File: src/sv/tspl_pkg.sv
package tspl_pkg;

    localparam logic OP_INSERT = 1'b0;
    localparam logic OP_QUERY  = 1'b1;

    localparam int QUEUE_DEPTH = 4;
    localparam int QPTR_W      = 2;
    localparam int QCNT_W      = 3;

    localparam logic [7:0]  THRESHOLD_RESET = 8'd2;
    localparam logic [15:0] PASS_MAX        = 16'hFFFF;

    typedef struct packed {
        logic       op;
        logic [4:0] letter;
        logic       last;
    } in_word_t;

    typedef struct packed {
        logic       kind;
        logic [7:0] prefix_length;
        logic       status;
    } out_word_t;

    // A queued letter, already checked against the alphabet.
    typedef struct packed {
        logic       op;
        logic [4:0] letter;
        logic       letter_ok;
        logic       last;
    } q_entry_t;

    typedef struct packed {
        logic     valid;
        q_entry_t entry;
    } q_head_t;

    typedef struct packed {
        logic pop;
        logic clearing;
    } back_ctrl_t;

endpackage

File: src/sv/tspl_front.sv
module tspl_front #(
    parameter int ALPHABET_SIZE = 26
) (
    input  logic                clk,
    input  logic                rst_n,
    input  logic                in_valid,
    output logic                in_stall,
    input  tspl_pkg::in_word_t  in_data,
    input  tspl_pkg::back_ctrl_t ctrl,
    output tspl_pkg::q_head_t   head
);

    tspl_pkg::q_entry_t           fifo_reg [tspl_pkg::QUEUE_DEPTH];
    logic [tspl_pkg::QPTR_W-1:0]  wr_ptr_reg, wr_ptr_next;
    logic [tspl_pkg::QPTR_W-1:0]  rd_ptr_reg, rd_ptr_next;
    logic [tspl_pkg::QCNT_W-1:0]  count_reg, count_next;
    tspl_pkg::q_entry_t           new_entry;
    logic                         push;
    logic                         pop;

    assign in_stall = (count_reg == tspl_pkg::QCNT_W'(tspl_pkg::QUEUE_DEPTH)) || ctrl.clearing;
    assign push     = in_valid && !in_stall;
    assign pop      = ctrl.pop && (count_reg != '0);

    always_comb
    begin
        new_entry.op        = in_data.op;
        new_entry.letter    = in_data.letter;
        new_entry.letter_ok = (32'(in_data.letter) < ALPHABET_SIZE);
        new_entry.last      = in_data.last;
    end

    always_comb
    begin
        wr_ptr_next = push ? wr_ptr_reg + 1'b1 : wr_ptr_reg;
        rd_ptr_next = pop ? rd_ptr_reg + 1'b1 : rd_ptr_reg;
        count_next  = count_reg;
        if (push && !pop)
        begin
            count_next = count_reg + 1'b1;
        end
        else if (pop && !push)
        begin
            count_next = count_reg - 1'b1;
        end
    end

    always_ff @(posedge clk or negedge rst_n)
    begin
        if (!rst_n)
        begin
            wr_ptr_reg <= '0;
            rd_ptr_reg <= '0;
            count_reg  <= '0;
        end
        else
        begin
            wr_ptr_reg <= wr_ptr_next;
            rd_ptr_reg <= rd_ptr_next;
            count_reg  <= count_next;
        end
    end

    always_ff @(posedge clk)
    begin
        if (push)
        begin
            fifo_reg[wr_ptr_reg] <= new_entry;
        end
    end

    assign head.valid = (count_reg != '0);
    assign head.entry = fifo_reg[rd_ptr_reg];

endmodule

File: config.mk
export PLATFORM = sky130hd
export DESIGN_NAME = tspl_front
export DESIGN_NICKNAME = d
export VERILOG_FILES = /design/src/sv/tspl_pkg.sv /design/src/sv/tspl_front.sv
export SDC_FILE = /design/constraint.sdc
export NUM_CORES = 1
export LEC_CHECK = 0
export ABC_AREA = 0
export BUFFER_PORTS_ARGS = -buffer_cell sky130_fd_sc_hd__buf_2
export CAP_MARGIN = 20
export CORE_MARGIN = 1
export CORE_UTILIZATION = 45
export CTS_BUF_LIST = sky130_fd_sc_hd__clkbuf_4
export CTS_CLUSTER_DIAMETER = 40
export CTS_CLUSTER_SIZE = 12
export DETAILED_ROUTE_END_ITERATION = 12
export GPL_TIMING_DRIVEN = 0
export PLACE_DENSITY = 0.67
export SLEW_MARGIN = 10
export SYNTH_ARGS = -nofsm -noshare
export SYNTH_HDL_FRONTEND = slang
export SYNTH_SLANG_ARGS = --single-unit
export TNS_END_PERCENT = 50
File: constraint.sdc
create_clock -name clk -period 2.3 [get_ports clk]
set_clock_uncertainty 0.2 [all_clocks]
set_input_delay 0.115 -clock clk [delete_from_list [all_inputs] [get_ports clk]]
set_output_delay 0.115 -clock clk [all_outputs]
set_load 0.05 [all_outputs]
==> flow_summary.ini <==
[power_and_ir_drop]
switching_power_mw = 0.9200
power.total_mw = 2.333
p_int_mw = 1.413
power_density_nw_per_um2 = 1200
peakVddDrop_mv = 0.5486
p_comb_share_pct = 44.2
pwr-share-seq_pct = 41.8
p_sw_share_pct = 39.44
clkPwrFrac_pct = 13.9
p_leak_nw = 0.7192

[drt]
drt-initial-drc-count = 17
drc_errors = 0
routed_wl_um = 2444
ant_nets = 0
route.vias.total = 818
drtPass1Iterations = 3
wl_per_cell_um = 14.72
viasPerCell = 4.928

[timing]
setup_viol = 0
hold_ws_ns = 0.008037
tns_ns = 0
drv_slew = 0
relSlewSlack_pct = 75.39
fin_crit_ns = 2.193
rsz0062_at_grt = false
fin_crit_sh_pct = 95.34
max_slew.worst_pin.slew_ns = 0.3679
fmax_mhz = 456.0
hold_viol = 0

[floorplan]
die_h_um = 61.89
die_x_um = 61.89
num_io_pins = 22
design.die.area_sq_um = 3830
initial_utilization_pct = 47.62
coreArea_sq_um = 3390
row_count = 21

[cts]
cts_made_buffers = 5
clk_path_buf_depth = 2
cts_tree = done
root_buffer = clkbuf_4
cts.sinks = 39
clk_pin_slew_ns = 0.11
clock_latency_ns = 0.32
htreeDepth = 2

[final_layout]
final-seq-area_sq_um = 1137
nFillCells = 280
finish.utilization_pct = 57.36
final_layout_size_suffix_gt1_share_pct = 43.33
final_nets = 137
multi_input_comb_area_sq_um = 451.7
area_growth_pct = 20.46
final_cell_area_sq_um = 1944
antenna_cells = 0
largest_reg_flops = 32

[setup_path]
path_common_cell = xor2_1
r2r_cells = 8
critical-path-slowest-cell = dfrtp_1
critical_path_class = flop to flop
critPathBufInv = 1
required_ns = 2.36
cp.depth = 8
crit_path_max_fanout = 4
cp_cell_sequence = or3_4 -> nand2_4 -> ha_2 -> inv_1 -> fa_2 -> xor2_1 -> nor2_1 -> xor2_1
cp-end-kind = flop
cpLargestDelayFamily = simple AND/OR/NAND/NOR gates
cp-start-kind = flop
rrSetupSlack_ns = 0.11
slowest_delay_ns = 0.45
cp.arrival_ns = 2.25

[global_route]
grt_pass1_wl_um = 3512
overflow = 0
antenna_found_initial = 0
grt_max_degree = 13
grt_pass1_vias = 779
grt_util_all_layers_pct = 14.20

[logic_synthesis]
ys_types = 21
syn_area_per_cell_sq_um = 20.18
netlist_area_sq_um = 1614
yosysWarnings = 0
synth_cells = 80
ys_seq_area_share_pct = 70.39
synth_nets = 98
ys_ff_latch = 39

[placement]
place_area_sq_um = 1777
dp_hpwl_um = 1645
gp_congestion = 0.6505
io_buffers = 21

[worst_hold_path]
hp-class = input port to flop
hold_depth = 4

[status]
status = finished, final reports clean

[flow_run]
cap_violations = 0
==> worst reg2reg max path: stages, from the launching register on <==
cell and delay, ns:
dfrtp_1 0.45, or3_4 0.42, nand2_4 0.09, ha_2 0.18, inv_1 0.05, fa_2 0.33, xor2_1 0.14, nor2_1 0.12
xor2_1 0.15
==> what timing repair did <==
action / in CTS / in global routing
gates resized for setup: 0 / 3
endpoints found under the setup margin: 0 / 1
hold buffers: 10 / 0
hold endpoints to repair: 40 / 0
setup buffers: 0 / 1
==> metrics by stage <==
stage                     cells  setup slack (ns)
after floorplan              80           0.03694
after global placement      147           0.09801
after detailed placement    147           0.05913
after CTS                   165           0.02728
after global routing        166          0.001711
final                       166            0.1072
==> per-layer routing <==
| layer | track usage (%) | share of wire, % | vias up | wire, um |
|---|---|---|---|---|
| li1 | - | - | 381 | - |
| met1 | 15.56 | 43 | 417 | 1048 |
| met4 | 7.619 | 1.3 | 0 | 31 |
| met2 | 25.19 | 53 | 15 | 1295 |
| met5 | 0 | 0 | - | 0 |
| met3 | 3.727 | 2.8 | 5 | 69 |
==> kinds of logic (layout without fill, tap and decap cells) <==
family / count (synthesis) / in the layout / share of synthesized area (%)
fa+ha+maj: 6 / 6 / 5.116
mux: 10 / 10 / 12.79
xor+xnor: 6 / 6 / 3.256
flops: 39 / 39 / 70.39
simple gates: 10 / 10 / 4.729
buf+inv: 6 / 46 / 1.937
compound gates: 3 / 3 / 1.783
==> area by class of cell <==
type / instances / area share, %
inverters: 4 / 0.7722
clock buffers: 6 / 2.317
multi-input cells: 35 / 23.23
well taps: 46 / 2.960
clock inverters: 2 / 0.4505
plain buffers: 2 / 0.8366
repair buffers: 32 / 10.94
flip-flops and latches: 39 / 58.49
==> path summary, 6_finish.rpt <==
check	from	to
hold / removal	in_valid	wr_ptr_reg[0]
max in group asynchronous	rst_n	count_reg[0]
setup / recovery	count_reg[1]	count_reg[2]
setup reg to reg	count_reg[1]	count_reg[2]
hold reg to reg	count_reg[0]	count_reg[0]
min in group asynchronous	rst_n	count_reg[2]
==> layout by cell type (no fill, tap or decap) <==
| cell type | count |
|---|---|
| edfxtp_1 | 32 |
| buf_2 | 21 |
| dlygate4sd3_1 | 10 |
| mux4_2 | 8 |
| clkbuf_4 | 6 |
| dfrtp_1 | 6 |
| inv_1 | 4 |
| and2_2 | 4 |
| xnor2_1 | 4 |
| ha_1 | 4 |
| nor2_1 | 2 |
| xor2_1 | 2 |
| buf_6 | 1 |
| clkbuf_2 | 1 |
| a21oi_1 | 1 |
| nand2b_1 | 1 |
| a21oi_4 | 1 |
| or3_4 | 1 |
| o211ai_1 | 1 |
| nand2_4 | 1 |
| mux2_2 | 1 |
| mux2_4 | 1 |
| nand3_2 | 1 |
| fa_2 | 1 |
| ha_2 | 1 |
| clkinv_2 | 1 |
| clkinv_1 | 1 |
| dfrtp_2 | 1 |
| buf_4 | 1 |
==> power by group through the flow <==
stage | logic (mW) | clock network [mW] | registers (mW)
6_report | 1.03 | 0.325 | 0.976
5_1_grt | 1.12 | 0.357 | 0.989
4_1_cts | 1.04 | 0.335 | 0.973
3_5_place_dp | 1.02 | 0 | 0.990
3_3_place_gp | 0.992 | 0 | 0.977
2_1_floorplan | 0.829 | 0 | 0.970
==> cell usage after synthesis, drive strengths merged <==
library cell / n / share of area [%]
edfxtp: 32 / 60
mux4: 8 / 11
dfrtp: 7 / 11
ha: 5 / 3.9
and2: 4 / 1.9
inv: 4 / 0.93
xnor2: 4 / 2.2
a21oi: 2 / 1.3
mux2: 2 / 1.6
nor2: 2 / 0.47
xor2: 2 / 1.1
buf: 1 / 0.70
clkbuf: 1 / 0.31
fa: 1 / 1.2
nand2: 1 / 0.70
nand2b: 1 / 0.39
nand3: 1 / 0.62
o211ai: 1 / 0.47
or3: 1 / 0.70
Power figures use the tool's default switching activity.
